<file path="src/rtl/fwrv_pkg.sv">
// ============================================================================
// fwrv_pkg
// Shared types, codes and the field layout table of the record validator.
// ============================================================================
package fwrv_pkg;

    // Every record is this many bytes once CR and LF are removed.
    localparam int RECORD_WIDTH = 120;
    localparam int POS_BITS     = 7;
    localparam int LAYOUT_DEPTH = 35;
    localparam int IDX_BITS     = 6;
    localparam logic [IDX_BITS-1:0] IDX_LAST = IDX_BITS'(LAYOUT_DEPTH - 1);
    localparam logic [POS_BITS-1:0] POS_LAST = POS_BITS'(RECORD_WIDTH - 1);

    // Result record_number is shown saturated to this many bits.
    localparam int RECNUM_BITS = 20;

    typedef enum logic [1:0] {
        KIND_HEADER  = 2'd0,
        KIND_DATA    = 2'd1,
        KIND_TRAILER = 2'd2,
        KIND_END     = 2'd3
    } kind_t;

    typedef enum logic [2:0] {
        ST_OK        = 3'd0,
        ST_ORDER     = 3'd1,
        ST_UNKNOWN   = 3'd2,
        ST_BAD_FIELD = 3'd3,
        ST_PARTIAL   = 3'd4
    } status_t;

    typedef enum logic [1:0] {
        CLS_DIGIT = 2'd0,
        CLS_KANA  = 2'd1,
        CLS_SPACE = 2'd2
    } cls_t;

    // Byte classes and record type, worked out by the front part.
    typedef struct packed {
        logic       last;
        logic       crlf;
        logic       is_digit;
        logic       is_space;
        logic       is_kana;
        logic       below_zero;
        logic       type_ok;
        kind_t      kind;
        logic [3:0] digit;
    } byte_info_t;

    // One field of a layout: end position (start plus length), class and
    // whether an all-space field is accepted instead.
    typedef struct packed {
        logic [POS_BITS-1:0] field_end;
        cls_t                cls;
        logic                alt_spaces;
    } layout_t;

    function automatic logic [IDX_BITS-1:0] kind_base(input kind_t kind);
        logic [IDX_BITS-1:0] base;
        case (kind)
            KIND_HEADER:  base = IDX_BITS'(0);
            KIND_DATA:    base = IDX_BITS'(13);
            KIND_TRAILER: base = IDX_BITS'(29);
            KIND_END:     base = IDX_BITS'(33);
            default:      base = IDX_BITS'(0);
        endcase
        return base;
    endfunction

    function automatic layout_t mk(input int unsigned fend, input cls_t cls,
                                   input logic alt);
        layout_t entry;
        entry.field_end  = POS_BITS'(fend);
        entry.cls        = cls;
        entry.alt_spaces = alt;
        return entry;
    endfunction

    // Constant layout table; entries hold start plus length.
    function automatic layout_t layout_lookup(input logic [IDX_BITS-1:0] idx);
        layout_t entry;
        case (idx)
            // Header record.
            6'd0:    entry = mk(1,   CLS_DIGIT, 1'b0);
            6'd1:    entry = mk(3,   CLS_DIGIT, 1'b0);
            6'd2:    entry = mk(4,   CLS_DIGIT, 1'b0);
            6'd3:    entry = mk(14,  CLS_DIGIT, 1'b0);
            6'd4:    entry = mk(54,  CLS_KANA,  1'b0);
            6'd5:    entry = mk(58,  CLS_DIGIT, 1'b0);
            6'd6:    entry = mk(62,  CLS_DIGIT, 1'b0);
            6'd7:    entry = mk(77,  CLS_KANA,  1'b0);
            6'd8:    entry = mk(80,  CLS_DIGIT, 1'b0);
            6'd9:    entry = mk(95,  CLS_KANA,  1'b0);
            6'd10:   entry = mk(96,  CLS_DIGIT, 1'b1);
            6'd11:   entry = mk(103, CLS_DIGIT, 1'b1);
            6'd12:   entry = mk(120, CLS_SPACE, 1'b0);
            // Data record.
            6'd13:   entry = mk(1,   CLS_DIGIT, 1'b0);
            6'd14:   entry = mk(5,   CLS_DIGIT, 1'b0);
            6'd15:   entry = mk(20,  CLS_KANA,  1'b0);
            6'd16:   entry = mk(23,  CLS_DIGIT, 1'b0);
            6'd17:   entry = mk(38,  CLS_KANA,  1'b0);
            6'd18:   entry = mk(42,  CLS_DIGIT, 1'b1);
            6'd19:   entry = mk(43,  CLS_DIGIT, 1'b0);
            6'd20:   entry = mk(50,  CLS_DIGIT, 1'b0);
            6'd21:   entry = mk(80,  CLS_KANA,  1'b0);
            6'd22:   entry = mk(90,  CLS_DIGIT, 1'b0);
            6'd23:   entry = mk(91,  CLS_DIGIT, 1'b1);
            6'd24:   entry = mk(101, CLS_KANA,  1'b0);
            6'd25:   entry = mk(111, CLS_KANA,  1'b0);
            6'd26:   entry = mk(112, CLS_DIGIT, 1'b1);
            6'd27:   entry = mk(113, CLS_KANA,  1'b0);
            6'd28:   entry = mk(120, CLS_SPACE, 1'b0);
            // Trailer record.
            6'd29:   entry = mk(1,   CLS_DIGIT, 1'b0);
            6'd30:   entry = mk(7,   CLS_DIGIT, 1'b0);
            6'd31:   entry = mk(19,  CLS_DIGIT, 1'b0);
            6'd32:   entry = mk(120, CLS_SPACE, 1'b0);
            // End record.
            6'd33:   entry = mk(1,   CLS_DIGIT, 1'b0);
            6'd34:   entry = mk(120, CLS_SPACE, 1'b0);
            default: entry = mk(120, CLS_SPACE, 1'b0);
        endcase
        return entry;
    endfunction

endpackage

</file>
<file path="src/rtl/fwrv_front.sv">
// ============================================================================
// fwrv_front
// Classifies each incoming byte: line breaks, character classes, record type.
// ============================================================================
module fwrv_front (
    input  logic                 data_last,
    input  logic [7:0]           data_byte,
    output fwrv_pkg::byte_info_t info
);
    import fwrv_pkg::*;

    logic is_digit;
    logic is_upper;
    logic is_hw_kana;
    logic is_punct;

    // Character class flags.
    assign is_digit   = (data_byte >= 8'h30) && (data_byte <= 8'h39);
    assign is_upper   = (data_byte >= 8'h41) && (data_byte <= 8'h5A);
    assign is_hw_kana = (data_byte >= 8'hB1) && (data_byte <= 8'hDF);
    assign is_punct   = (data_byte == 8'h28) || (data_byte == 8'h29) ||
                        (data_byte == 8'h2D) || (data_byte == 8'h2E);

    // Record type decode; only digits 1, 2, 8 and 9 name a known type.
    always_comb begin
        info.last       = data_last;
        info.crlf       = (data_byte == 8'h0D) || (data_byte == 8'h0A);
        info.is_digit   = is_digit;
        info.is_space   = (data_byte == 8'h20);
        info.is_kana    = is_digit || is_upper || is_hw_kana || is_punct ||
                          (data_byte == 8'h20);
        info.below_zero = (data_byte < 8'h30);
        info.digit      = data_byte[3:0];
        info.type_ok    = 1'b0;
        info.kind       = KIND_HEADER;
        case (data_byte)
            8'h31: begin
                info.type_ok = 1'b1;
                info.kind    = KIND_HEADER;
            end
            8'h32: begin
                info.type_ok = 1'b1;
                info.kind    = KIND_DATA;
            end
            8'h38: begin
                info.type_ok = 1'b1;
                info.kind    = KIND_TRAILER;
            end
            8'h39: begin
                info.type_ok = 1'b1;
                info.kind    = KIND_END;
            end
            default: begin
                info.type_ok = 1'b0;
                info.kind    = KIND_HEADER;
            end
        endcase
    end

endmodule

</file>
<file path="src/rtl/fwrv_queue.sv">
// ============================================================================
// fwrv_queue
// Short first-in first-out queue of classified bytes between front and back.
// ============================================================================
module fwrv_queue #(
    parameter int DEPTH = 4
) (
    input  logic                 aclk,
    input  logic                 aresetn,
    input  logic                 push,
    input  fwrv_pkg::byte_info_t push_info,
    output logic                 full,
    input  logic                 pop,
    output logic                 not_empty,
    output fwrv_pkg::byte_info_t head_info
);
    import fwrv_pkg::*;

    localparam int PTR_BITS = (DEPTH > 1) ? $clog2(DEPTH) : 1;
    localparam int CNT_BITS = $clog2(DEPTH + 1);

    byte_info_t          slot_reg [DEPTH];
    logic [PTR_BITS-1:0] wr_ptr_reg;
    logic [PTR_BITS-1:0] wr_ptr_next;
    logic [PTR_BITS-1:0] rd_ptr_reg;
    logic [PTR_BITS-1:0] rd_ptr_next;
    logic [CNT_BITS-1:0] count_reg;
    logic [CNT_BITS-1:0] count_next;

    assign full      = (count_reg == CNT_BITS'(DEPTH));
    assign not_empty = (count_reg != '0);
    assign head_info = slot_reg[rd_ptr_reg];

    // Pointer and fill count update.
    always_comb begin
        wr_ptr_next = wr_ptr_reg;
        rd_ptr_next = rd_ptr_reg;
        count_next  = count_reg;
        if (push) begin
            wr_ptr_next = (wr_ptr_reg == PTR_BITS'(DEPTH - 1)) ? '0 : wr_ptr_reg + 1'b1;
        end
        if (pop) begin
            rd_ptr_next = (rd_ptr_reg == PTR_BITS'(DEPTH - 1)) ? '0 : rd_ptr_reg + 1'b1;
        end
        if (push && !pop) begin
            count_next = count_reg + 1'b1;
        end else if (pop && !push) begin
            count_next = count_reg - 1'b1;
        end
    end

    always_ff @(posedge aclk) begin
        if (!aresetn) begin
            wr_ptr_reg <= '0;
            rd_ptr_reg <= '0;
            count_reg  <= '0;
        end else begin
            wr_ptr_reg <= wr_ptr_next;
            rd_ptr_reg <= rd_ptr_next;
            count_reg  <= count_next;
        end
    end

    // Storage slots need no reset.
    always_ff @(posedge aclk) begin
        if (push) begin
            slot_reg[wr_ptr_reg] <= push_info;
        end
    end

endmodule

</file>
<file path="src/rtl/fwrv_back.sv">
// ============================================================================
// fwrv_back
// Record and field checker: tracks position, layout and sticky error, and
// holds each result in an output register.
// ============================================================================
module fwrv_back #(
    parameter int COUNT_BITS = 20
) (
    input  logic                 aclk,
    input  logic                 aresetn,
    input  logic                 in_valid,
    input  fwrv_pkg::byte_info_t in_info,
    output logic                 in_ready,
    output logic                 m_valid,
    input  logic                 m_ready,
    output logic [1:0]           m_record_kind,
    output logic [2:0]           m_status,
    output logic [3:0]           m_field_number,
    output logic [19:0]          m_record_number,
    output logic                 m_file_done
);
    import fwrv_pkg::*;

    localparam int WIDE_BITS = (COUNT_BITS > RECNUM_BITS) ? COUNT_BITS : RECNUM_BITS;
    localparam logic [WIDE_BITS-1:0] RECNUM_MAX = WIDE_BITS'({RECNUM_BITS{1'b1}});

    logic                  take;
    logic [POS_BITS-1:0]   pos_reg, pos_next;
    logic [3:0]            prev_reg, prev_next;
    kind_t                 kind_reg, kind_next;
    logic [3:0]            cursor_reg, cursor_next;
    logic                  bad_reg, bad_next;
    logic                  spaces_reg, spaces_next;
    status_t               err_reg, err_next;
    logic [3:0]            efield_reg, efield_next;
    logic [COUNT_BITS-1:0] rec_reg, rec_next;

    logic                  emit;
    kind_t                 res_kind;
    status_t               res_status;
    logic [3:0]            res_field;
    logic                  res_done;
    logic [COUNT_BITS-1:0] res_count;

    logic                  type_start;
    kind_t                 kind_cur;
    logic [3:0]            cursor_cur;
    logic [IDX_BITS-1:0]   idx_sum;
    logic [IDX_BITS-1:0]   idx;
    layout_t               entry;
    logic                  class_ok;
    logic                  bad_now;
    logic                  spaces_now;
    logic [POS_BITS:0]     pos_plus;
    logic [WIDE_BITS-1:0]  count_wide;

    logic                  out_valid_reg;
    kind_t                 out_kind_reg;
    status_t               out_status_reg;
    logic [3:0]            out_field_reg;
    logic [19:0]           out_number_reg;
    logic                  out_done_reg;

    // A byte is taken whenever the output register is free or being drained.
    assign in_ready = !out_valid_reg || m_ready;
    assign take     = in_valid && in_ready;

    // Kind and field cursor that the byte is checked against. A good type
    // byte opens a new record at its first field.
    assign type_start = !in_info.crlf && (err_reg == ST_OK) && (pos_reg == '0) &&
                        in_info.type_ok;
    assign kind_cur   = type_start ? in_info.kind : kind_reg;
    assign cursor_cur = type_start ? 4'd0 : cursor_reg;

    // Layout lookup for the current field.
    assign idx_sum = kind_base(kind_cur) + IDX_BITS'(cursor_cur);
    assign idx     = (idx_sum > IDX_LAST) ? IDX_LAST : idx_sum;
    assign entry   = layout_lookup(idx);
    assign pos_plus = {1'b0, pos_reg} + 1'b1;

    always_comb begin
        case (entry.cls)
            CLS_DIGIT: class_ok = in_info.is_digit;
            CLS_KANA:  class_ok = in_info.is_kana;
            CLS_SPACE: class_ok = in_info.is_space;
            default:   class_ok = in_info.is_space;
        endcase
    end

    // Per-byte record checking.
    always_comb begin
        pos_next    = pos_reg;
        prev_next   = prev_reg;
        kind_next   = kind_reg;
        cursor_next = cursor_reg;
        bad_next    = bad_reg;
        spaces_next = spaces_reg;
        err_next    = err_reg;
        efield_next = efield_reg;
        rec_next    = rec_reg;
        emit        = 1'b0;
        res_kind    = kind_reg;
        res_status  = ST_OK;
        res_field   = 4'd0;
        res_count   = rec_reg;
        res_done    = 1'b0;
        bad_now     = 1'b0;
        spaces_now  = 1'b0;

        if (take) begin
            if (!in_info.crlf) begin
                // Record type at the first byte of a record.
                if (err_reg == ST_OK && pos_reg == '0) begin
                    if (in_info.below_zero || (in_info.is_digit && prev_reg > in_info.digit)) begin
                        err_next = ST_ORDER;
                    end else if (in_info.type_ok) begin
                        prev_next   = in_info.digit;
                        kind_next   = in_info.kind;
                        cursor_next = 4'd0;
                        bad_next    = 1'b0;
                        spaces_next = 1'b1;
                    end else begin
                        err_next = ST_UNKNOWN;
                    end
                    if (err_next != ST_OK) begin
                        kind_next   = KIND_HEADER;
                        efield_next = 4'd0;
                        emit        = 1'b1;
                        res_kind    = KIND_HEADER;
                        res_status  = err_next;
                        res_field   = 4'd0;
                        res_count   = rec_reg;
                    end
                end

                // Field class check and field close.
                if (err_next == ST_OK) begin
                    bad_now    = bad_next || !class_ok;
                    spaces_now = spaces_next && in_info.is_space;
                    if (pos_plus >= {1'b0, entry.field_end}) begin
                        if (bad_now && !(entry.alt_spaces && spaces_now)) begin
                            err_next    = ST_BAD_FIELD;
                            efield_next = cursor_next;
                            emit        = 1'b1;
                            res_kind    = kind_next;
                            res_status  = ST_BAD_FIELD;
                            res_field   = cursor_next;
                            res_count   = rec_reg;
                        end else begin
                            cursor_next = cursor_next + 1'b1;
                            bad_next    = 1'b0;
                            spaces_next = 1'b1;
                            if (pos_reg == POS_LAST) begin
                                emit       = 1'b1;
                                res_kind   = kind_next;
                                res_status = ST_OK;
                                res_field  = 4'd0;
                                res_count  = rec_reg;
                            end
                        end
                    end else begin
                        bad_next    = bad_now;
                        spaces_next = spaces_now;
                    end
                end

                // Byte position and saturating record count.
                if (pos_reg >= POS_LAST) begin
                    pos_next = '0;
                    if (rec_reg != {COUNT_BITS{1'b1}}) begin
                        rec_next = rec_reg + 1'b1;
                    end
                end else begin
                    pos_next = pos_plus[POS_BITS-1:0];
                end
            end

            // Closing result on the last byte of the file.
            if (in_info.last) begin
                if (pos_next != '0) begin
                    res_kind   = kind_next;
                    res_status = ST_PARTIAL;
                    res_field  = 4'd0;
                    res_count  = rec_next;
                end else if (!emit) begin
                    res_kind   = kind_next;
                    res_status = err_next;
                    res_field  = efield_next;
                    res_count  = rec_next;
                end
                emit        = 1'b1;
                res_done    = 1'b1;
                pos_next    = '0;
                prev_next   = 4'd0;
                kind_next   = KIND_HEADER;
                cursor_next = 4'd0;
                bad_next    = 1'b0;
                spaces_next = 1'b1;
                err_next    = ST_OK;
                efield_next = 4'd0;
                rec_next    = '0;
            end
        end
    end

    assign count_wide = WIDE_BITS'(res_count);

    // Checker state registers.
    always_ff @(posedge aclk) begin
        if (!aresetn) begin
            pos_reg    <= '0;
            prev_reg   <= 4'd0;
            kind_reg   <= KIND_HEADER;
            cursor_reg <= 4'd0;
            bad_reg    <= 1'b0;
            spaces_reg <= 1'b1;
            err_reg    <= ST_OK;
            efield_reg <= 4'd0;
            rec_reg    <= '0;
        end else begin
            pos_reg    <= pos_next;
            prev_reg   <= prev_next;
            kind_reg   <= kind_next;
            cursor_reg <= cursor_next;
            bad_reg    <= bad_next;
            spaces_reg <= spaces_next;
            err_reg    <= err_next;
            efield_reg <= efield_next;
            rec_reg    <= rec_next;
        end
    end

    // Output register valid flag.
    always_ff @(posedge aclk) begin
        if (!aresetn) begin
            out_valid_reg <= 1'b0;
        end else if (take && emit) begin
            out_valid_reg <= 1'b1;
        end else if (m_ready) begin
            out_valid_reg <= 1'b0;
        end
    end

    // Output payload, loaded with each new result.
    always_ff @(posedge aclk) begin
        if (take && emit) begin
            out_kind_reg   <= res_kind;
            out_status_reg <= res_status;
            out_field_reg  <= res_field;
            out_number_reg <= (count_wide > RECNUM_MAX) ? RECNUM_MAX[RECNUM_BITS-1:0]
                                                        : count_wide[RECNUM_BITS-1:0];
            out_done_reg   <= res_done;
        end
    end

    assign m_valid         = out_valid_reg;
    assign m_record_kind   = out_kind_reg;
    assign m_status        = out_status_reg;
    assign m_field_number  = out_field_reg;
    assign m_record_number = out_number_reg;
    assign m_file_done     = out_done_reg;

endmodule

</file>
<file path="src/rtl/fixed_width_record_validator.sv">
// ============================================================================
// fixed_width_record_validator
// Checks a byte stream of fixed-width records against per-type field layouts.
// ============================================================================
// Input channel (s_): one file byte per transfer, s_last_byte marks the end of
// the file. CR and LF bytes are dropped; the rest form 120-byte records.
// Result channel (m_): at most one result per input byte: one at the end of
// each good record, one at the first error, and exactly one with
// m_file_done set at the last byte of the file.
// Throughput is one byte per clock while the receiver does not stall. An
// accepted byte takes this path: the classified byte passes through
// a four-entry queue, and the checker writes its result into the output
// register. The layout lookup and field compare in the back part are
// combinational, which sets the one-byte-per-clock rate.
// When the receiver stalls, the result waits in the output register, the
// checker stops, and the queue absorbs up to four more bytes before
// s_ready falls. After reset, and after every last byte, all record state is
// clear and the next byte starts a new file.
// ============================================================================
module fixed_width_record_validator #(
    parameter int COUNT_BITS = 20
) (
    input  logic        aclk,
    input  logic        aresetn,
    input  logic        s_valid,
    output logic        s_ready,
    input  logic [7:0]  s_data_byte,
    input  logic        s_last_byte,
    output logic        m_valid,
    input  logic        m_ready,
    output logic [1:0]  m_record_kind,
    output logic [2:0]  m_status,
    output logic [3:0]  m_field_number,
    output logic [19:0] m_record_number,
    output logic        m_file_done
);
    import fwrv_pkg::*;

    byte_info_t front_info;
    byte_info_t head_info;
    logic       queue_full;
    logic       queue_not_empty;
    logic       back_ready;
    logic       push;
    logic       pop;

    assign s_ready = !queue_full;
    assign push    = s_valid && !queue_full;
    assign pop     = queue_not_empty && back_ready;

    // Front part: byte classification.
    fwrv_front u_front (
        .data_last (s_last_byte),
        .data_byte (s_data_byte),
        .info      (front_info)
    );

    // Decoupling queue.
    fwrv_queue #(
        .DEPTH (4)
    ) u_queue (
        .aclk      (aclk),
        .aresetn   (aresetn),
        .push      (push),
        .push_info (front_info),
        .full      (queue_full),
        .pop       (pop),
        .not_empty (queue_not_empty),
        .head_info (head_info)
    );

    // Back part: record checking and result register.
    fwrv_back #(
        .COUNT_BITS (COUNT_BITS)
    ) u_back (
        .aclk            (aclk),
        .aresetn         (aresetn),
        .in_valid        (queue_not_empty),
        .in_info         (head_info),
        .in_ready        (back_ready),
        .m_valid         (m_valid),
        .m_ready         (m_ready),
        .m_record_kind   (m_record_kind),
        .m_status        (m_status),
        .m_field_number  (m_field_number),
        .m_record_number (m_record_number),
        .m_file_done     (m_file_done)
    );

endmodule

</file>
<file path="config.mk">
export PLATFORM = sky130hd
export DESIGN_NAME = fixed_width_record_validator
export DESIGN_NICKNAME = d
export VERILOG_FILES = /design/src/rtl/fwrv_pkg.sv /design/src/rtl/fwrv_front.sv /design/src/rtl/fwrv_queue.sv /design/src/rtl/fwrv_back.sv /design/src/rtl/fixed_width_record_validator.sv
export SDC_FILE = /design/constraint.sdc
export NUM_CORES = 1
export LEC_CHECK = 0
export ABC_CLOCK_PERIOD_IN_PS = 9770
export BUFFER_PORTS_ARGS = -buffer_cell sky130_fd_sc_hd__buf_2
export CELL_PAD_IN_SITES_DETAIL_PLACEMENT = 1
export CELL_PAD_IN_SITES_GLOBAL_PLACEMENT = 1
export CORE_AREA = 2 2 132 134
export CTS_BUF_LIST = sky130_fd_sc_hd__clkbuf_2 sky130_fd_sc_hd__clkbuf_4 sky130_fd_sc_hd__clkbuf_8
export CTS_CLUSTER_DIAMETER = 100
export DETAILED_ROUTE_END_ITERATION = 10
export DIE_AREA = 0 0 134 136
export PLACE_DENSITY_LB_ADDON = 0.1
export SYNTH_ARGS = -nofsm -noshare
export SYNTH_HDL_FRONTEND = slang
export SYNTH_HIERARCHICAL = 1
export SYNTH_SLANG_ARGS = --single-unit
</file>
<file path="constraint.sdc">
create_clock -name aclk -period 9.77 [get_ports aclk]
set_input_delay 1.4655 -clock aclk [delete_from_list [all_inputs] [get_ports aclk]]
set_output_delay 1.4655 -clock aclk [all_outputs]
set_load 0.02 [all_outputs]
</file>
## After elaboration in Yosys (flattened, before gate mapping)

Memory sizes are Yosys's and may differ from the RTL's. A register that Yosys moved wholly into a read port is not among the register bits.
Cells that the tools add are included.

| word-level totals | value |
|---|---|
| register bits | 84 |
| RAM bits | 52 |
| bits in read-only memories | 640 |
| input port bits | 13 |
| output and inout port bits | 32 |
| memories | 2 |

| operators by class | value |
|---|---|
| add/sub/neg operators | 8 |
| $lt $le $gt $ge | 12 |
| equality and inequality tests | 22 |
| mux-type cells | 128 |
| reductions and logical operators | 48 |

Memory list:

| name | depth | bits a word | rd ports | clocked after memory_dff | wr ports | line | text |
|---|---|---|---|---|---|---|---|
| (no name shown) | 64 | 10 | 1 | 0 | 0 | fwrv_pkg.sv:84 | `case (idx)` |
| u_queue.slot_reg | 4 | 13 | 1 | 1 | 1 | fwrv_queue.sv:22 | `byte_info_t slot_reg [DEPTH];` |

Operators with widths:

| kind | count |
|---|---|
| two-way mux 20 bit | 8 |
| two-way mux 4 bit | 30 |
| two-way mux 3 bit | 25 |
| == test 8 x 6 -> 1 bit, second input constant | 9 |
| two-way mux 2 bit | 22 |
| two-way mux 1 bit | 35 |
| two-way mux 7 bit | 4 |
| one-hot mux 6 bit (4 select lines) | 1 |
| adder 20 x 1 -> 20 bit, second input constant | 1 |
| > comparator 20 bit, second input constant | 1 |
| inequality test 20 bit, second input constant | 1 |
| == test 8 x 4 -> 1 bit, second input constant | 2 |
| logical AND 1 bit | 16 |
| one-hot mux 3 bit (4 select lines) | 1 |
| logical OR 1 bit | 11 |
| adder 7 x 1 -> 8 bit, second input constant | 1 |
| == test 2 bit, second input constant | 4 |
| >= comparator 8 x 6 -> 1 bit, second input constant | 1 |
| >= comparator 8 x 7 -> 1 bit | 1 |
| >= comparator 8 x 7 -> 1 bit, second input constant | 1 |
| >= comparator 8 bit, second input constant | 1 |
| less-or-equal comparator 8 x 6 -> 1 bit, second input constant | 1 |
| less-or-equal comparator 8 x 7 -> 1 bit, second input constant | 1 |
| less-or-equal comparator 8 bit, second input constant | 1 |
| other kinds (24) | 39 |

## Depth between registers and ports, before layout

Gate-level depths: netlist of the first run.
An unclocked memory read counts as a cell.

| logic depth | value |
|---|---|
| depth after elaboration | 26 |
| depth in mapped cells | 40 |

## By module

The synthesis of the first run kept the hierarchy.

Modules (own cells, without submodules):

| module | instances | cells each | area an instance (um^2) | sequential area each (um^2) |
|---|---|---|---|---|
| fwrv_back | 1 | 688 | 5683.0 | 1841.8 |
| fwrv_queue | 1 | 111 | 2341.0 | 1741.7 |
| fwrv_front | 1 | 38 | 244.0 | 0.0 |
| fixed_width_record_validator | 1 | 3 | 16.3 | 0.0 |

## Least setup slack after synthesis of the first run

No wires, ideal clock.

| timing | value |
|---|---|
| path kind | reg-to-reg |
| start | reg (tool-made name) |
| end | reg u_back.out_field_reg[0] (netlist: u_back/m_field_number[0]), enable pin |
| library setup time | 0.389 ns |
| arrival | 8.030 ns |
| path slack | 1.352 ns |
| stages on the path, launching flop included | 38 |
| path buffers | 4 |
| cells stage by stage | dfxtp_1 buf_6 mux4_2 clkbuf_1 clkbuf_1 nor4_1 nand2_1 mux2_2 inv_1 ha_1 inv_1 ha_1 ha_1 a211o_1 a21oi_1 or2_0 buf_2 or3_1 (+2 left out) inv_1 ha_1 nand3_1 a21o_1 a41oi_1 o31ai_1 ha_1 nand2b_1 a21o_1 a21oi_1 o21ai_0 a31oi_1 nand2b_1 a21oi_1 a32o_1 nor3_1 nor2_1 o21a_1 |

RTL lines:

| item | line | text |
|---|---|---|
| end signal, assigned | fwrv_back.sv:249 | `out_field_reg <= res_field;` |
| end, declared | fwrv_back.sv:60 | `logic [3:0] out_field_reg;` |

## Final worst setup path of the first run

| timing | value |
|---|---|
| start | reg u_back.pos_reg[0] |
| end | reg u_back.out_number_reg[5] (netlist: u_back/m_record_number[5]), enable pin |

| between the ends | value |
|---|---|
| longest elaborated chain between the ends | 23 |
| elaborated cells on any way between the ends | 47 |
| those cells by class | add/sub: 2; order compare: 2; eq/ne: 5; mux: 23; reduce/logical: 14; memory: 1 |

Ends and longest elaborated chain:

| item | line | text |
|---|---|---|
| start, declared | fwrv_back.sv:28 | `logic [POS_BITS-1:0] pos_reg, pos_next;` |
| start signal, assigned | fwrv_back.sv:221 | `pos_reg <= pos_next;` |
| zero test 7 bit | fwrv_back.sv:70, fwrv_back.sv:113 |  |
| logical AND 1 bit (2 in series) | fwrv_back.sv:70 | `assign type_start = !in_info.crlf && (err_reg == ST_OK) && (pos_reg == '0) &&` |
| two-way mux 2 bit | fwrv_back.sv:72 | `assign kind_cur = type_start ? in_info.kind : kind_reg;` |
| == test 2 bit (tied with other cells) | fwrv_pkg.sv:62 | `case (kind)` |
| one-hot mux 6 bit (4 select lines) | fwrv_pkg.sv:62 |  |
| adder 6 x 4 -> 6 bit | fwrv_back.sv:76 | `assign idx_sum = kind_base(kind_cur) + IDX_BITS'(cursor_cur);` |
| > comparator 6 bit | fwrv_back.sv:77 | `assign idx = (idx_sum > IDX_LAST) ? IDX_LAST : idx_sum;` |
| two-way mux 6 bit | fwrv_back.sv:77 |  |
| (+6 left out) | -- |  |
| two-way mux 1 bit | fwrv_back.sv:141 | `if (bad_now && !(entry.alt_spaces && spaces_now)) begin` |
| two-way mux 1 bit | fwrv_back.sv:140 | `if (pos_plus >= {1'b0, entry.field_end}) begin` |
| two-way mux 1 bit (*) | fwrv_back.sv:137 | `if (err_next == ST_OK) begin` |
| two-way mux 1 bit (*) | fwrv_back.sv:111 | `if (!in_info.crlf) begin` |
| two-way mux 1 bit (*) | fwrv_back.sv:110 | `if (take) begin` |
| two-way mux 1 bit (*) | fwrv_back.sv:179 | `if (in_info.last) begin` |
| two-way mux 1 bit (*) | fwrv_back.sv:110 |  |
| logical AND 1 bit (*) | fwrv_back.sv:246 | `if (take && emit) begin` |
| end signal, assigned | fwrv_back.sv:250 | `out_number_reg <= (count_wide > RECNUM_MAX) ? RECNUM_MAX[RECNUM_BITS-1:0]` |
| end, declared | fwrv_back.sv:61 | `logic [19:0] out_number_reg;` |

Mark *: on every way between the ends. The rest lies on a longest branch, timed or not. The select of a mux whose other input is x is not followed.
A chain may end at the register's enable or synchronous reset.

==> flow_metrics.env, run 1 <==
export IMPL_internal_power_uw=1630
export IMPL_dieArea_sq_mm=0.0182
export IMPL_ports=45
export IMPL_detail_route_first_pass_iterations=5
export IMPL_cp_slowest_stage_delay_ps=670
export IMPL_max_cap_violations=0
export IMPL_yosys_register_bits=138
export IMPL_globalRouteTotalUtil_pct=26.5
export IMPL_tritoncts_num_sinks=138
export IMPL_commonest_cells_after_routing_fill_and_taps_aside="edfxtp_1, nor2_1, nand2_1"
export IMPL_drcViolationCount=0
export IMPL_synth_top_flop_cell="edfxtp_1"
export IMPL_synthesis_nets=890
export IMPL_number_of_flip_flops_in_the_largest_register=52
export IMPL_avgViaCountPerCell=6.22
export IMPL_drive_above_1_share_pct=14.9
export IMPL_critical_path_slowest_cell="xnor2_2"
export IMPL_finClkSkew_ps=8.04
export IMPL_synth_edf_count=82
export IMPL_p_seq_share_pct=25.8
export IMPL_gr_total_overflow=0
export IMPL_power_per_cell_area_mw_per_mm2=346
export IMPL_max_slew_headroom_pct=24.7
export IMPL_grt_pass1_vias=6943
export IMPL_grt_setup_unrepaired="no"
export IMPL_grt_use_met3_pct=4.66
export IMPL_dp_cells=1076
export IMPL_num_rows=48
export IMPL_synth_async_reset_ratio_pct=0
export IMPL_clock_latency_ps=450
export IMPL_timing_setup_tns_ps=0
export IMPL_synth_warning_count=6
export IMPL_cts_buffers=17
export IMPL_grt_max_degree=33
export IMPL_ctsHtreeMaxLevel=4
export IMPL_critical_path_required_ps=9940
export IMPL_post_cts_resize_count=0
export IMPL_hold_viol_final=0
export IMPL_setup_viol=0
export IMPL_timing_worst_setup_path_type="register to register"
export IMPL_die_w_um=134
export IMPL_post_synth_inst_count=840
export IMPL_antenna_violating_nets_post_route=0
export IMPL_outcome="completed"
export IMPL_maximum_net_fanout_on_the_critical_path=30
export IMPL_globalplace_congestion=0.891
export IMPL_layout_cells_most_common="edfxtp_1"
export IMPL_die_height_um=136
export IMPL_synthesis_area_sq_mm=0.00828
export IMPL_cts_root_buf="clkbuf_8"
export IMPL_critical_path_startpoint_type="register"
export IMPL_routed_via_count=6901
export IMPL_worst_pin_slew_ps=1120
export IMPL_hp_class="register to register"
export IMPL_initial_cell_density_of_the_core_pct=49.1
export IMPL_layout_worst_path_cycle_share_pct=91.4
export IMPL_drt_wirelength_per_cell_um=21.1
export IMPL_vdd_drop_max_uv=168
export IMPL_leakagePower_uw=0.00341
export IMPL_maximum_clock_path_buffer_count=2
export IMPL_synthesis_area_per_instance_sq_um=9.86
export IMPL_grt_pass1_wl_um=37400
export IMPL_placement_io_buffers=44
export IMPL_synth_lib_cells_used_distinct=90
export IMPL_number_of_antenna_violations_at_the_first_check_in_global_routing=0
export IMPL_worst_setup_hold_path_clk_slew_ps=80
export IMPL_p_clk_share_pct=15.5
export IMPL_fin_nets=921
export IMPL_ys_top_cells_by_area="edfxtp_1, dfxtp_1, ha_1"
export IMPL_layout_area_overhead_vs_synth_pct=9.45
export IMPL_power_frac_comb_pct=58.7
export IMPL_power_switching_share_pct=47.9
export IMPL_global_route_usage_met2_pct=45.6
export IMPL_maxClockFrequency_ghz=0.112
export IMPL_synth_largest_area_cell="edfxtp_1"
export IMPL_num_antenna_cells=0
export IMPL_p_switching_uw=1500
export IMPL_tritoncts="built"
export IMPL_post_cts_setup_buffer_count=0
export IMPL_layout_min_cycle_time_ps=8930
export IMPL_core_area_sq_mm=0.0169
export IMPL_yosysTopAreaCellShare_pct=29.7
export IMPL_wl_um=23400
export IMPL_hpwl_reported_at_the_end_of_detailed_placement_um=16600
export IMPL_cts_hold_buffers_added=0
export IMPL_post_layout_nonfiller_instances=1109
export IMPL_drt_initial_drc_count=395
export IMPL_critPathArrivalTime_ps=9100
export IMPL_globalRoute_busiestLayer="met2"
export IMPL_finalMaxSlewViolations=0
export IMPL_postLayoutCoreUtil_pct=53.7
export IMPL_worst_setup_path_end_kind="register"
export IMPL_synth_sequential_area_ratio_pct=43.3
export IMPL_timing_critical_path_mode_cell="ha_1"
export IMPL_global_route_usage_met1_pct=33.9
==> cell families (layout without fill, tap and decap cells) <==
group / count (synthesis) / in the layout / share of synthesized area (%)
and+or+nand+nor: 298 / 298 / 18.5
muxes: 38 / 38 / 6.84
AOI/OAI and AO/OA: 218 / 218 / 18.2
xor gates and xnor gates: 25 / 25 / 2.82
buffers and inverters: 86 / 130 / 4.74
DFF: 138 / 138 / 43.3
adders and majority gates: 37 / 37 / 5.68
==> final cells by class <==
cell class / instances / area [sq um]
clock buffer: 20 / 269
clock inverter: 12 / 134
tap: 225 / 282
sequential: 138 / 3580
timing repair buffer: 59 / 345
multi-input combinational: 616 / 4310
fill: 1870 / 7810
inverter: 39 / 146
==> per-layer routing <==
metal,wire [um],share of wire (%)
met1,9990,43
met2,11900,51
met3,1100,4.7
met4,325,1.4
met5,0,0
==> final timing paths <==
path                        startpoint                         to  slack [ps]  depth (start not counted)
setup / recovery     u_back/pos_reg[0]  u_back/m_record_number[5]         840                         35
hold / removal    u_back/efield_reg[1]       u_back/efield_reg[1]         480                          1
setup reg to reg     u_back/pos_reg[0]  u_back/m_record_number[5]         840                         35
hold reg to reg   u_back/efield_reg[1]       u_back/efield_reg[1]         480                          1
==> through the flow <==
stage	total power, uW	instance area, sq um	hold WS (ps)	worst slack, ps
3_3_place_gp	2540	8640	451	1010
6_report	3130	9070	481	837
3_5_place_dp	2610	8640	469	687
5_1_grt	3350	9070	508	118
2_1_floorplan	2100	8280	434	1350
4_1_cts	3120	9050	476	597
==> synthesized netlist by cell type (11+ instances only) <==
library cell  instances
a21oi_1              56
a22oi_1              20
a31oi_1              17
and2_1               14
and3_1               18
clkbuf_1             28
dfxtp_1              56
edfxtp_1             82
ha_1                 36
inv_1                38
mux2i_1              15
nand2_1              69
nand3_1              33
nor2_1               81
nor2b_1              11
nor3_1               24
o21ai_0              32
xnor2_1              14
==> critical path, delay by kind of cell, from the launching register on <==
kind                     cells  cell delay, ps
AND/OR/NAND/NOR             10            2560
AO/OA/AOI/OAI               13            2380
adder cells (fa/ha/maj)      5            1630
buffers and inverters        5             680
XOR/XNOR                     1             670
flip-flops                   1             400
multiplexers                 1             310
==> power groups by stage <==
stage,combinational (uW),clock (uW),sequential (uW)
floorplan,1210,0,895
global placement,1730,0,816
finish,1840,487,809
detailed placement,1790,0,822
global route,2010,522,819
CTS,1810,497,810
Power figures use the tool's default switching activity.
==> run 2, diff against run 1 <==
--- a/config.mk
+++ b/config.mk
@@ -5,15 +5,16 @@
 export SDC_FILE = /design/constraint.sdc
 export NUM_CORES = 1
 export LEC_CHECK = 0
-export ABC_CLOCK_PERIOD_IN_PS = 9770
+export ABC_AREA = 1
+export ABC_CLOCK_PERIOD_IN_PS = 8750
 export BUFFER_PORTS_ARGS = -buffer_cell sky130_fd_sc_hd__buf_2
 export CELL_PAD_IN_SITES_DETAIL_PLACEMENT = 1
 export CELL_PAD_IN_SITES_GLOBAL_PLACEMENT = 1
-export CORE_AREA = 2 2 132 134
+export CORE_AREA = 2 2 138 140
 export CTS_BUF_LIST = sky130_fd_sc_hd__clkbuf_2 sky130_fd_sc_hd__clkbuf_4 sky130_fd_sc_hd__clkbuf_8
 export CTS_CLUSTER_DIAMETER = 100
 export DETAILED_ROUTE_END_ITERATION = 10
-export DIE_AREA = 0 0 134 136
+export DIE_AREA = 0 0 140 142
 export PLACE_DENSITY_LB_ADDON = 0.1
 export SYNTH_ARGS = -nofsm -noshare
 export SYNTH_HDL_FRONTEND = slang
==> constraint.sdc (replaced) <==
create_clock -name aclk -period 8.75 [get_ports aclk]
set_input_delay 1.3125 -clock aclk [delete_from_list [all_inputs] [get_ports aclk]]
set_output_delay 1.3125 -clock aclk [all_outputs]
set_load 0.02 [all_outputs]
==> flow_metrics.env, run 2 <==
export IMPL_post_layout_nonfiller_instances=1375
export IMPL_die_w_um=140
export IMPL_cp_slowest_stage_delay_ps=430
export IMPL_fillers=2305
export IMPL_hp_class="register to register"
export IMPL_violated_checks="design-rule violations"
export IMPL_critPathArrivalTime_ps=7940
export IMPL_cts_root_buf="clkbuf_8"
export IMPL_drcViolationCount=2
export IMPL_globalRouteTotalUtil_pct=23.7
export IMPL_synthesis_nets=1143
export IMPL_synth_sequential_area_ratio_pct=41.4
export IMPL_synth_top_cells_by_count="nand2_1, inv_1, nor2_1, edfxtp_1, a21oi_1"
export IMPL_number_of_antenna_violations_at_the_first_check_in_global_routing=0
export IMPL_synth_lib_cells_used_distinct=56
export IMPL_dp_cells=1343
export IMPL_synth_async_reset_ratio_pct=0
export IMPL_commonest_cells_after_routing_fill_and_taps_aside="nand2_1, inv_1, nor2_1"
export IMPL_post_synth_inst_count=1093
export IMPL_timing_setup_tns_ps=0
export IMPL_synth_edf_count=82
export IMPL_synth_largest_area_cell="edfxtp_1"
export IMPL_layout_min_cycle_time_ps=7720
export IMPL_hold_viol_final=0
export IMPL_synthesis_area_per_instance_sq_um=7.92
export IMPL_detail_route_first_pass_iterations=8
export IMPL_number_of_flip_flops_in_the_largest_register=52
export IMPL_ctsHtreeMaxLevel=4
export IMPL_maximum_net_fanout_on_the_critical_path=33
export IMPL_maxClockFrequency_ghz=0.129
export IMPL_grt_pass1_vias=7521
export IMPL_critical_path_slowest_cell="dfxtp_1"
export IMPL_cell_with_the_most_instances_after_synthesis="nand2_1"
export IMPL_grt_max_degree=42
export IMPL_placement_io_buffers=44
export IMPL_cts_hold_buffers_added=0
export IMPL_num_antenna_cells=0
export IMPL_drt_wirelength_per_cell_um=16.5
export IMPL_die_height_um=142
export IMPL_maximum_clock_path_buffer_count=2
export IMPL_critical_path_required_ps=8960
export IMPL_layout_area_overhead_vs_synth_pct=8.05
export IMPL_routed_via_count=7430
export IMPL_whs_ps=466
export IMPL_timing_worst_setup_path_type="register to register"
export IMPL_core_area_sq_mm=0.0185
export IMPL_tritoncts_num_sinks=138
export IMPL_synth_top_flop_cell="edfxtp_1"
export IMPL_num_rows=50
export IMPL_max_cap_violations=0
export IMPL_postLayoutCoreUtil_pct=50.7
export IMPL_synth_warning_count=6
export IMPL_multi_input_comb_area_sq_mm=0.00417
export IMPL_initial_cell_density_of_the_core_pct=46.9
export IMPL_fin_nets=1178
export IMPL_final_seq_area_sq_mm=0.00358
export IMPL_outcome="finished, violations left"
export IMPL_ports=45
export IMPL_hpwl_reported_at_the_end_of_detailed_placement_um=16900
export IMPL_worst_pin_slew_ps=920
export IMPL_wl_um=22600
export IMPL_drt_initial_drc_count=406
export IMPL_clock_latency_ps=450
export IMPL_grt_setup_unrepaired="no"
export IMPL_tritoncts="built"
export IMPL_finClkSkew_ps=14.2
export IMPL_synthesis_area_sq_mm=0.00866
export IMPL_timing_critical_path_mode_cell="inv_1"
export IMPL_ys_top_cells_by_area="edfxtp_1, dfxtp_1, nand2_1"
export IMPL_setup_viol=0
export IMPL_worst_setup_path_end_kind="register"
export IMPL_post_cts_setup_buffer_count=0
export IMPL_drive_above_1_share_pct=15.9
export IMPL_worst_setup_hold_path_clk_slew_ps=80
export IMPL_antenna_violating_nets_post_route=0
export IMPL_finalMaxSlewViolations=0
export IMPL_dieArea_sq_mm=0.0199
export IMPL_critical_path_startpoint_type="register"
export IMPL_cts_buffers=17
export IMPL_yosysTopAreaCellShare_pct=28.4
export IMPL_gr_total_overflow=0
export IMPL_post_cts_resize_count=0
export IMPL_layout_cells_most_common="nand2_1"
export IMPL_grt_pass1_wl_um=37900
export IMPL_globalplace_congestion=0.844
export IMPL_yosys_register_bits=138
export IMPL_layout_worst_path_cycle_share_pct=88.3
export IMPL_avgViaCountPerCell=5.40
export IMPL_max_slew_headroom_pct=38.7
## run 2: changes by cell type after synthesis, moves of 19 or more
cell,change
inv_1,+117
nand2_1,+180
o21ai_0,+28
nand3_1,+22
a22oi_1,-19
nor2_2,+19
## run 2: layer usage
metal	up-vias	global-route usage, %	part of all wire (%)
li1	3687	-	-
met1	3614	32.0	48
met2	115	40.1	49
met3	14	3.73	3.0
met4	0	6.22	0.87
met5	-	0	0
## run 2: cell type report
| cell class | instances | area share [%] |
|---|---|---|
| clock buffers | 21 | 2.82 |
| repair buffers | 52 | 3.00 |
| multi-input cells | 751 | 44.6 |
| flip-flops and latches | 138 | 38.3 |
| clock inverters | 11 | 1.30 |
| well taps | 234 | 3.13 |
| inverters | 168 | 6.88 |
## run 2: kinds of logic after synthesis
| kind of cell | share of synthesized area, % |
|---|---|
| adders and majority gates | 5.44 |
| buffers and inverters | 10.5 |
| DFF | 41.4 |
| AOI/OAI and AO/OA | 14.3 |
| xor gates and xnor gates | 1.92 |
| and+or+nand+nor | 26.5 |
## run 2: worst paths after layout
kind / startpoint / to / slack (ps) / cells past startpoint
setup / recovery: register / u_back/m_record_number[13] / 1030 / 47
hold / removal: u_back/prev_reg[0] / u_back/prev_reg[0] / 470 / 2
setup reg to reg: register / u_back/m_record_number[13] / 1030 / 47
hold reg to reg: u_back/prev_reg[0] / u_back/prev_reg[0] / 470 / 2
## run 2: critical path, delay by kind of cell (launching register included)
family	cells	cell delay, ps
AO/OA/AOI/OAI	14	1740
adder cells (fa/ha/maj)	4	1120
buffers and inverters	12	1340
flip-flops	1	430
AND/OR/NAND/NOR	17	2820
## run 2: per-stage QoR
stage / instance area, sq um / setup WS, ps
2_1_floorplan: 8660 / 2070
3_3_place_gp: 8970 / 1430
3_5_place_dp: 8970 / 1040
4_1_cts: 9350 / 1030
5_1_grt: 9350 / 146
6_report: 9350 / 1030
Power of run 2 is left out: the tool's default activity adds up to more than one toggle a clock period on the data nets, which glitch-free logic cannot reach.
